`config.mk`:
```
export PLATFORM = sky130hd
export DESIGN_NAME = bit_manipulation_unit_64
export DESIGN_NICKNAME = d
export VERILOG_FILES = /design/src/design/bmu_pkg.sv /design/src/design/bit_manipulation_unit_64.sv /design/src/design/bmu_rot.sv
export SDC_FILE = /design/constraint.sdc
export NUM_CORES = 1
export LEC_CHECK = 0
export BUFFER_PORTS_ARGS = -buffer_cell sky130_fd_sc_hd__buf_2
export CORE_MARGIN = 2
export CORE_UTILIZATION = 45
export CTS_CLUSTER_DIAMETER = 40
export DETAILED_ROUTE_END_ITERATION = 12
export GPL_ROUTABILITY_DRIVEN = 0
export PLACE_DENSITY = 0.7
export SLEW_MARGIN = 20
export SYNTH_ARGS = -nofsm -noshare
export SYNTH_HDL_FRONTEND = slang
export SYNTH_SLANG_ARGS = --single-unit
```
`constraint.sdc`:
```
create_clock -name i_clk -period 4.3 [get_ports i_clk]
set_input_delay 0.86 -clock i_clk [delete_from_list [all_inputs] [get_ports i_clk]]
set_output_delay 0.86 -clock i_clk [all_outputs]
set_load 0.005 [all_outputs]
```
`src/design/bmu_pkg.sv`:
```
package bmu_pkg;

    localparam int DataW  = 64;
    localparam int ShW    = 6;
    localparam int CountW = 7;
    localparam int Bytes  = DataW / 8;

    typedef enum logic [3:0] {
        ACT_POPCOUNT = 4'd0,
        ACT_CLZ      = 4'd1,
        ACT_CTZ      = 4'd2,
        ACT_ROTL     = 4'd3,
        ACT_ROTR     = 4'd4,
        ACT_BITREV   = 4'd5,
        ACT_BYTEREV  = 4'd6,
        ACT_HIGHBIT  = 4'd7,
        ACT_LOWBIT   = 4'd8,
        ACT_SIGNUM   = 4'd9
    } t_action;

    function automatic logic [DataW-1:0] bit_reverse(input logic [DataW-1:0] x);
        logic [DataW-1:0] r;
        for (int i = 0; i < DataW; i++) begin
            r[i] = x[DataW-1-i];
        end
        return r;
    endfunction

    function automatic logic [DataW-1:0] byte_reverse(input logic [DataW-1:0] x);
        logic [DataW-1:0] r;
        for (int i = 0; i < Bytes; i++) begin
            r[8*i +: 8] = x[8*(Bytes-1-i) +: 8];
        end
        return r;
    endfunction

    // ones in one byte, 0..8
    function automatic logic [3:0] byte_popcount(input logic [7:0] b);
        logic [3:0] n;
        n = 4'd0;
        for (int i = 0; i < 8; i++) begin
            n = n + 4'(b[i]);
        end
        return n;
    endfunction

    // leading zeros in one byte, 8 when the byte is zero
    function automatic logic [3:0] byte_lzc(input logic [7:0] b);
        logic [3:0] n;
        logic       hit;
        n   = 4'd8;
        hit = 1'b0;
        for (int i = 7; i >= 0; i--) begin
            if (!hit && b[i]) begin
                hit = 1'b1;
                n   = 4'(7 - i);
            end
        end
        return n;
    endfunction

endpackage

```
`src/design/bit_manipulation_unit_64.sv`:
```
// 64-bit bit manipulation unit.
// Command channel: drive i_action, i_operand and i_rotate_distance with start;
// a transfer happens at a rising edge where start is high and busy is low.
// Operations: popcount, clz, ctz, rotate left/right, bit reverse, byte
// reverse, isolate highest/lowest one bit, signum. Unused codes give zero.
// Result channel: o_result is shown for exactly one cycle with o_valid high,
// and is taken at the edge that ends that cycle. The receiver cannot stall,
// so the pipeline advances every cycle and never holds back.
// Pipeline: three register stages lie between the transfer and the result
// ports: operand prep and byte counts, byte summary and rotate, final select.
// Throughput: one transfer per cycle while busy is low, set by the three-stage pipeline.
// Reset: synchronous, active low; busy stays high while reset is asserted and
// until the ready register is set after release, and every valid bit is cleared.
// Results of items in flight at reset are dropped.
module bit_manipulation_unit_64
    import bmu_pkg::*;
(
    input  logic                    i_clk,
    input  logic                    i_rst_n,
    input  logic                    start,
    output logic                    busy,
    input  logic [3:0]              i_action,
    input  logic signed [DataW-1:0] i_operand,
    input  logic [ShW-1:0]          i_rotate_distance,
    output logic                    o_valid,
    output logic signed [DataW-1:0] o_result
);

    // ---------------------------------------------------------------
    // Control: busy only in reset and while coming out of it
    // ---------------------------------------------------------------
    logic r_ready;
    logic n_take;

    assign busy   = !r_ready || !i_rst_n;
    assign n_take = start && !busy;

    // ---------------------------------------------------------------
    // Stage 1: decode, prepare the word for leading-zero search,
    // count ones per byte, finish the cheap operations
    // ---------------------------------------------------------------
    t_action          n_action;
    logic [DataW-1:0] n_x;
    logic [DataW-1:0] n_simple;
    logic [DataW-1:0] n_lzw;
    logic [ShW-1:0]   n_amt;

    logic             r_s1_valid;
    t_action          r_s1_action;
    logic [DataW-1:0] r_s1_simple;
    logic [DataW-1:0] r_s1_lzw;
    logic [3:0]       r_s1_pcb [Bytes];

    always_comb begin
        n_action = t_action'(i_action);
        n_x      = DataW'(i_operand);
        case (n_action)
            ACT_BITREV:  n_simple = bit_reverse(n_x);
            ACT_BYTEREV: n_simple = byte_reverse(n_x);
            ACT_LOWBIT:  n_simple = n_x & (~n_x + DataW'(1));
            ACT_SIGNUM: begin
                if (n_x == '0) begin
                    n_simple = '0;
                end else if (n_x[DataW-1]) begin
                    n_simple = '1;
                end else begin
                    n_simple = DataW'(1);
                end
            end
            default:     n_simple = '0;
        endcase
        // trailing zeros are the leading zeros of the reversed word
        n_lzw = (n_action == ACT_CTZ) ? bit_reverse(n_x) : n_x;
        // rotate right by d is rotate left by (64 - d) mod 64
        n_amt = (n_action == ACT_ROTR) ? (ShW'(0) - i_rotate_distance)
                                       : i_rotate_distance;
    end

    always_ff @(posedge i_clk) begin
        if (!i_rst_n) begin
            r_ready    <= 1'b0;
            r_s1_valid <= 1'b0;
        end else begin
            r_ready    <= 1'b1;
            r_s1_valid <= n_take;
        end
        r_s1_action <= n_action;
        r_s1_simple <= n_simple;
        r_s1_lzw    <= n_lzw;
        for (int i = 0; i < Bytes; i++) begin
            r_s1_pcb[i] <= byte_popcount(n_x[8*i +: 8]);
        end
    end

    // rotator spans stages 1 and 2
    logic [DataW-1:0] s2_rot;

    bmu_rot u_rot (
        .i_clk  (i_clk),
        .i_data (DataW'(i_operand)),
        .i_amt  (n_amt),
        .o_data (s2_rot)
    );

    // ---------------------------------------------------------------
    // Stage 2: add byte counts, summarize bytes for leading zeros
    // ---------------------------------------------------------------
    logic [CountW-1:0] n_pop;

    logic              r_s2_valid;
    t_action           r_s2_action;
    logic [DataW-1:0]  r_s2_simple;
    logic [CountW-1:0] r_s2_pop;
    logic [3:0]        r_s2_blz [Bytes];
    logic [Bytes-1:0]  r_s2_bnz;

    always_comb begin
        n_pop = '0;
        for (int i = 0; i < Bytes; i++) begin
            n_pop = n_pop + CountW'(r_s1_pcb[i]);
        end
    end

    always_ff @(posedge i_clk) begin
        if (!i_rst_n) begin
            r_s2_valid <= 1'b0;
        end else begin
            r_s2_valid <= r_s1_valid;
        end
        r_s2_action <= r_s1_action;
        r_s2_simple <= r_s1_simple;
        r_s2_pop    <= n_pop;
        for (int i = 0; i < Bytes; i++) begin
            r_s2_blz[i] <= byte_lzc(r_s1_lzw[8*i +: 8]);
            r_s2_bnz[i] <= |r_s1_lzw[8*i +: 8];
        end
    end

    // ---------------------------------------------------------------
    // Stage 3: pick the first nonzero byte, form the count, select result
    // ---------------------------------------------------------------
    logic [CountW-1:0] n_lz;
    logic              n_hit;
    logic [DataW-1:0]  n_high;
    logic [DataW-1:0]  n_result;

    logic              r_valid;
    logic [DataW-1:0]  r_result;

    always_comb begin
        n_lz  = CountW'(DataW);
        n_hit = 1'b0;
        for (int i = Bytes - 1; i >= 0; i--) begin
            if (!n_hit && r_s2_bnz[i]) begin
                n_hit = 1'b1;
                n_lz  = CountW'((Bytes - 1 - i) * 8) + CountW'(r_s2_blz[i]);
            end
        end
        n_high = n_hit ? (DataW'(1) << (ShW'(DataW - 1) - n_lz[ShW-1:0])) : '0;
        case (r_s2_action)
            ACT_POPCOUNT:      n_result = DataW'(r_s2_pop);
            ACT_CLZ, ACT_CTZ:  n_result = DataW'(n_lz);
            ACT_ROTL, ACT_ROTR: n_result = s2_rot;
            ACT_HIGHBIT:       n_result = n_high;
            default:           n_result = r_s2_simple;
        endcase
    end

    always_ff @(posedge i_clk) begin
        if (!i_rst_n) begin
            r_valid <= 1'b0;
        end else begin
            r_valid <= r_s2_valid;
        end
        r_result <= n_result;
    end

    assign o_valid  = r_valid;
    assign o_result = r_result;

`ifndef SYNTH
    // every result strobe traces back to a matching transfer
    a_valid_from_transfer: assert property (@(posedge i_clk) disable iff (!i_rst_n)
        o_valid |-> $past(start && !busy, 3))
        else $error("result strobe without matching transfer");

    // signum gives only -1, 0 or 1
    a_signum_range: assert property (@(posedge i_clk) disable iff (!i_rst_n)
        (o_valid && $past(i_action == ACT_SIGNUM, 3))
        |-> (o_result == '0 || o_result == DataW'(1) || (&o_result)))
        else $error("signum result out of range");

    // isolating one bit yields at most one set bit
    a_isolate_onehot: assert property (@(posedge i_clk) disable iff (!i_rst_n)
        (o_valid && ($past(i_action == ACT_LOWBIT, 3) || $past(i_action == ACT_HIGHBIT, 3)))
        |-> $onehot0(o_result))
        else $error("isolated bit result has more than one bit set");
`endif

endmodule

```
`src/design/bmu_rot.sv`:
```
module bmu_rot
    import bmu_pkg::*;
(
    input  logic             i_clk,
    input  logic [DataW-1:0] i_data,
    input  logic [ShW-1:0]   i_amt,
    output logic [DataW-1:0] o_data
);

    logic [DataW-1:0]   r_coarse;
    logic [2:0]         r_fine;
    logic [DataW-1:0]   r_data;
    logic [2*DataW-1:0] n_coarse_w;
    logic [2*DataW-1:0] n_fine_w;

    // coarse step rotates by whole bytes, fine step by the remaining bits
    always_comb begin
        n_coarse_w = {i_data, i_data} << {i_amt[ShW-1:3], 3'b000};
        n_fine_w   = {r_coarse, r_coarse} << r_fine;
    end

    always_ff @(posedge i_clk) begin
        r_coarse <= n_coarse_w[2*DataW-1:DataW];
        r_fine   <= i_amt[2:0];
        r_data   <= n_fine_w[2*DataW-1:DataW];
    end

    assign o_data = r_data;

endmodule
```
=== After elaboration in Yosys (flattened, before gate mapping) ===
Memories as Yosys holds them, arrays and structs flattened.
Index checks and enable logic that the tools add are counted.

* Memories kept: 2
* Logic and storage cells: 393
* Input port bits: 77
* Memory bits (writable): 64
* Register bits: 414
* Output and inout bits: 66

{| class="wikitable"
|+ Memories
! memory !! words !! width !! read ports !! clocked after Yosys merged registers in !! wr ports !! RTL line !! text
|-
| r_s1_pcb || 8 || 4 || 8 || 0 || 8 || bit_manipulation_unit_64.sv:52 || <nowiki>logic [3:0] r_s1_pcb [Bytes];</nowiki>
|-
| r_s2_blz || 8 || 4 || 8 || 0 || 8 || bit_manipulation_unit_64.sv:114 || <nowiki>logic [3:0] r_s2_blz [Bytes];</nowiki>
|}

* Equal/unequal tests: 11
* Add/sub/neg operators: 73
* Reductions and logical operators: 143
* Bitwise logic cells: 2
* Mux-type cells: 144
* Shift-type cells: 3

{| class="wikitable"
|+ Operators with widths
! cell !! count
|-
| case mux 64 bit (4 select lines) || 2
|-
| 2-to-1 mux 4 bit || 64
|-
| 2-to-1 mux 64 bit || 4
|-
| adder 4 x 1 -> 4 bit || 32
|-
| left shift 128 x 3 -> 128 bit || 1
|-
| left shift 128 x 6 -> 128 bit || 1
|-
| logical NOT 1 bit || 66
|-
| 2-to-1 mux 1 bit || 65
|-
| adder 64 x 1 -> 64 bit (second input constant) || 1
|-
| bitwise AND 64 bit || 1
|-
| logical AND 1 bit || 64
|-
| logical NOT 64 bit || 1
|-
| inverter 64 bit || 1
|-
| OR reduction 8 bit || 8
|-
| left shift 1 x 6 -> 64 bit (first input constant) || 1
|-
| 2-to-1 mux 7 bit || 8
|-
| adder 3 x 1 -> 4 bit || 8
|-
| adder 6 x 4 -> 7 bit (first input constant) || 4
|-
| adder 7 x 4 -> 7 bit || 4
|-
| adder 2 x 1 -> 3 bit || 8
|-
| equality test 4 x 3 -> 1 bit (second input constant) || 5
|-
| adder 1 x 1 -> 2 bit || 8
|-
| adder 5 x 4 -> 6 bit (first input constant) || 2
|-
| equality test 4 x 2 -> 1 bit (second input constant) || 3
|-
| other kinds (12) || 14
|}

=== Logic depth before layout (Yosys ltp) ===
* Depth in word-level cells: 26
* Depth in mapped cells: 14
* Mapped depth without buffers: 14

=== Hierarchy ===
Synthesis repeated with hierarchy kept, for this count alone.

* Cell total of the unflattened synthesis: 1,969
* Area total of the unflattened synthesis: 21,999.8 um^2

{| class="wikitable"
|+ By module, submodules not included
! module !! cells each !! sequential area each (um^2) !! area each (um^2) !! instances
|-
| bit_manipulation_unit_64 || 1,540 || 6,946.7 || 14,632.8 || 1
|-
| bmu_rot || 429 || 2,622.5 || 7,367.1 || 1
|}

=== Worst setup path after synthesis ===
Ideal clock, no wire load.

* Path type: reg-to-reg
* Start: mem r_s1_pcb[4][2], in the netlist r_s1_pcb[1][2]
* End: reg r_s2_pop[6]
* Setup slack: 0.930 ns
* Data required time: 4.241 ns
* Period minus slack after synthesis: 3.370 ns
* Data arrival time: 3.311 ns
* Library setup time: 0.059 ns
* Path buffers: 0
* Cell stages (with the launch flop): 15
* Path through: dfxtp_1 > inv_1 > fa_1 > inv_1 > fa_1 > fa_1 > inv_1 > fa_1 > inv_1 > ha_1 > inv_1 > fa_1 > nor2b_1 > o21ai_0 > nand2b_1

{| class="wikitable"
|+ RTL lines
! what !! RTL line !! text
|-
| from (decl) || bit_manipulation_unit_64.sv:52 ||
|-
| to (signal assigned) || bit_manipulation_unit_64.sv:132 || <nowiki>r_s2_pop <= n_pop;</nowiki>
|-
| to (decl) || bit_manipulation_unit_64.sv:113 || <nowiki>logic [CountW-1:0] r_s2_pop;</nowiki>
|}

==> impl_metrics.env <==
export IMPL_cts_path_max_buffers=3
export IMPL_routedWlPerCell_microns=24.9
export IMPL_clkLatencyLatePin_ns=0.63
export IMPL_post_route_drc_count=0
export IMPL_detail_route_antenna_nets=0
export IMPL_grt_setup_unrepaired="no"
export IMPL_max_vdd_ir_drop_v=0.000760
export IMPL_grt_util_met2_pct=42.4
export IMPL_p_clk_share_pct=34.3
export IMPL_crit_type="flop to flop"
export IMPL_endpoint_kind="flop"
export IMPL_seqPwrFrac_pct=35.4
export IMPL_tightest_slew_ns=1.36
export IMPL_post_route_util_pct=52.6
export IMPL_ys_top_cells_by_area="dfxtp_1 (44%), mux4_2 (7.5%), mux2_2 (7.3%)"
export IMPL_cts_setup_buffers=0
export IMPL_portBuffers=142
export IMPL_grt_max_degree=117
export IMPL_dieArea_sq_um=50000
export IMPL_use_met3_pct=6.98
export IMPL_dpl_hpwl_mm=53.0
export IMPL_clock_skew_ns=0.0189
export IMPL_synth_edf_count=0
export IMPL_synth_nets=2196
export IMPL_netSwitchingFraction_pct=32.9
export IMPL_p_int_mw=10.3
export IMPL_p_leak_nw=10.4
export IMPL_synthTopCellsByCount="dfxtp_1 (478), inv_1 (168), mux2_2 (141), nand2_1 (125), clkbuf_1 (118)"
export IMPL_synth_most_common_cell="dfxtp_1"
export IMPL_start_util_pct=45.6
export IMPL_switchingPower_mw=5.06
export IMPL_status="finished, final reports clean"
export IMPL_rrSetupSlack_ns=0.72
export IMPL_dr_first_iter_drc_count=2291
export IMPL_drive_above_1_share_pct=24.7
export IMPL_grt_pass1_wl_mm=102
export IMPL_synth_top_area_cell="dfxtp_1"
export IMPL_htree_levels=2
export IMPL_hp_class="flop to flop"
export IMPL_cts_reportedPaths_clkPinSlew_ns=0.06
export IMPL_yosys_warnings=0
export IMPL_synth_top_area_share_pct=44.1
export IMPL_viasPerCell=6.07
export IMPL_tns_ns=0
export IMPL_ys_seq_area_share_pct=44.1
export IMPL_power_mw=15.4
export IMPL_grt_busiest_layer="met2"
export IMPL_grt_usage_pct=27.3
export IMPL_met1_usage_pct=35.0
export IMPL_slew_headroom_pct=8.20
export IMPL_syn_area_per_cell_sq_um=10.7
export IMPL_syn2layout_area_growth_pct=15.4
export IMPL_hold_viol_final=0
export IMPL_grt_overflow_total=0
export IMPL_period_share_pct=83.2
export IMPL_boundaryPins=143
export IMPL_ys_types=77
export IMPL_synth_flop_cell="dfxtp_1"
export IMPL_first_global_vias=16400
export IMPL_pwr_share_comb_pct=30.3
export IMPL_powerDensity_nw_per_um2=613
export IMPL_core_sq_um=47600
export IMPL_routed_wl_mm=69.2
export IMPL_fin_crit_ns=3.58
export IMPL_syn_inst=2023
export IMPL_cts_sinks=478
export IMPL_max_freq_mhz=280
export IMPL_drt_pass1_iter_count=8
export IMPL_synth_seq_cells=478
export IMPL_finalSetupViolations=0
export IMPL_fp_dieH_microns=224
export IMPL_critPathArrivalTime_ns=4.14
export IMPL_die_x_microns=224
export IMPL_ctsHoldBuffers=0
export IMPL_fin_nets=2277
export IMPL_cts_tree="built"
export IMPL_rows=80
export IMPL_num_vias=16800
export IMPL_cts_root_buf="clkbuf_16"
export IMPL_worstPathRequired_ns=4.86
export IMPL_cts_resized=0
export IMPL_async_flop_share_pct=0
export IMPL_cts_buffers=59
export IMPL_startpoint_type="flop"
export IMPL_slew_violations=0
export IMPL_maxCapViolations=0
export IMPL_antenna_found_initial=5
export IMPL_crit_fanout=2
export IMPL_syn_area_sq_um=21700
per-layer routing:
metal | up-vias | share of wire, %
li1 | 7434 | -
met4 | 4 | 6.1
met1 | 8088 | 39
met5 | - | 0.029
met3 | 245 | 11
met2 | 1061 | 44
cell families after synthesis:
family                   after synthesis  share of synthesized area [%]
AO/OA/AOI/OAI                        399                           12.5
XOR/XNOR                              15                          0.674
adder cells (fa/ha/maj)               96                           7.43
buffers and inverters                319                           5.84
flip-flops                           478                           44.1
multiplexers                         328                           20.1
AND/OR/NAND/NOR                      388                           9.40
flip-flops by register name (all words and copies together) (netlist names):
name            count
o_result           64
r_s1_lzw           64
r_s1_simple        64
r_s2_simple        64
u_rot.o_data       64
u_rot.r_coarse     64
r_s1_pcb           32
r_s2_blz           32
r_s2_bnz            8
r_s2_pop            7
r_s1_action         4
r_s2_action         4
u_rot.r_fine        3
o_valid             1
r_ready             1
r_s1_valid          1
r_s2_valid          1
area by class of cell:
cell class	count	area, sq um
Clock buffer	68	1580
Tap cell	615	769
Antenna cell	4	10.0
Inverter	168	631
Timing Repair Buffer	171	991
Clock inverter	43	558
Sequential cell	478	9580
Multi-Input combinational cell	1226	11000
Fill cell	4094	22600
worst max-delay path: stages, from the launching register on:
cell and delay, ns:
dfxtp_1 0.32, inv_1 0.05, fa_1 0.60, inv_1 0.07, fa_1 0.46, fa_1 0.54, inv_1 0.05, fa_1 0.46
inv_1 0.07, ha_1 0.17, inv_1 0.05, fa_1 0.39, nor2b_1 0.12, o21ai_0 0.08, nand2b_1 0.07
per-stage QoR:
step | hold slack, ns | instance area [sq um] | instances | setup slack (ns)
floorplan | 0.310 | 21700 | 2023 | 0.930
global placement | 0.312 | 22900 | 2658 | 0.753
detailed placement | 0.312 | 22900 | 2658 | 0.774
CTS | 0.323 | 25100 | 2769 | 0.746
global route | 0.325 | 25100 | 2770 | 0.507
finish | 0.318 | 25100 | 2773 | 0.722
power by group through the flow:
| stage | Clock, mW | Sequential [mW] | Combinational, mW |
|---|---|---|---|
| final | 5.27 | 5.44 | 4.65 |
| after detailed placement | 0 | 5.53 | 4.53 |
| after global placement | 0 | 5.51 | 4.38 |
| after global routing | 5.49 | 5.49 | 5.11 |
| after CTS | 5.31 | 5.44 | 4.63 |
| after floorplan | 0 | 5.35 | 3.08 |
cell usage in the layout, fill, tap and decap left out, types with 41 or more instances in the layout:
master,count
ha_1,41
nor2_1,53
clkbuf_16,60
nand2_1,125
a221oi_1,53
fa_1,55
buf_2,142
mux2i_1,115
nor3_1,42
mux2_2,141
mux4_2,72
o21ai_0,113
dfxtp_1,475
a22oi_1,60
inv_1,168
a21oi_1,55
final timing paths:
| check | cells after the start | from | endpoint |
|---|---|---|---|
| hold / removal | 0 | r_s1_simple[37]$_DFF_P_ | r_s2_simple[37]$_DFF_P_ |
| setup / recovery | 14 | r_s1_pcb[1][14]$_DFF_P_ | r_s2_pop[6]$_DFF_P_ |
| hold reg to reg | 0 | r_s1_simple[37]$_DFF_P_ | r_s2_simple[37]$_DFF_P_ |
| setup reg to reg | 14 | r_s1_pcb[1][14]$_DFF_P_ | r_s2_pop[6]$_DFF_P_ |
Power figures use the tool's default switching activity.
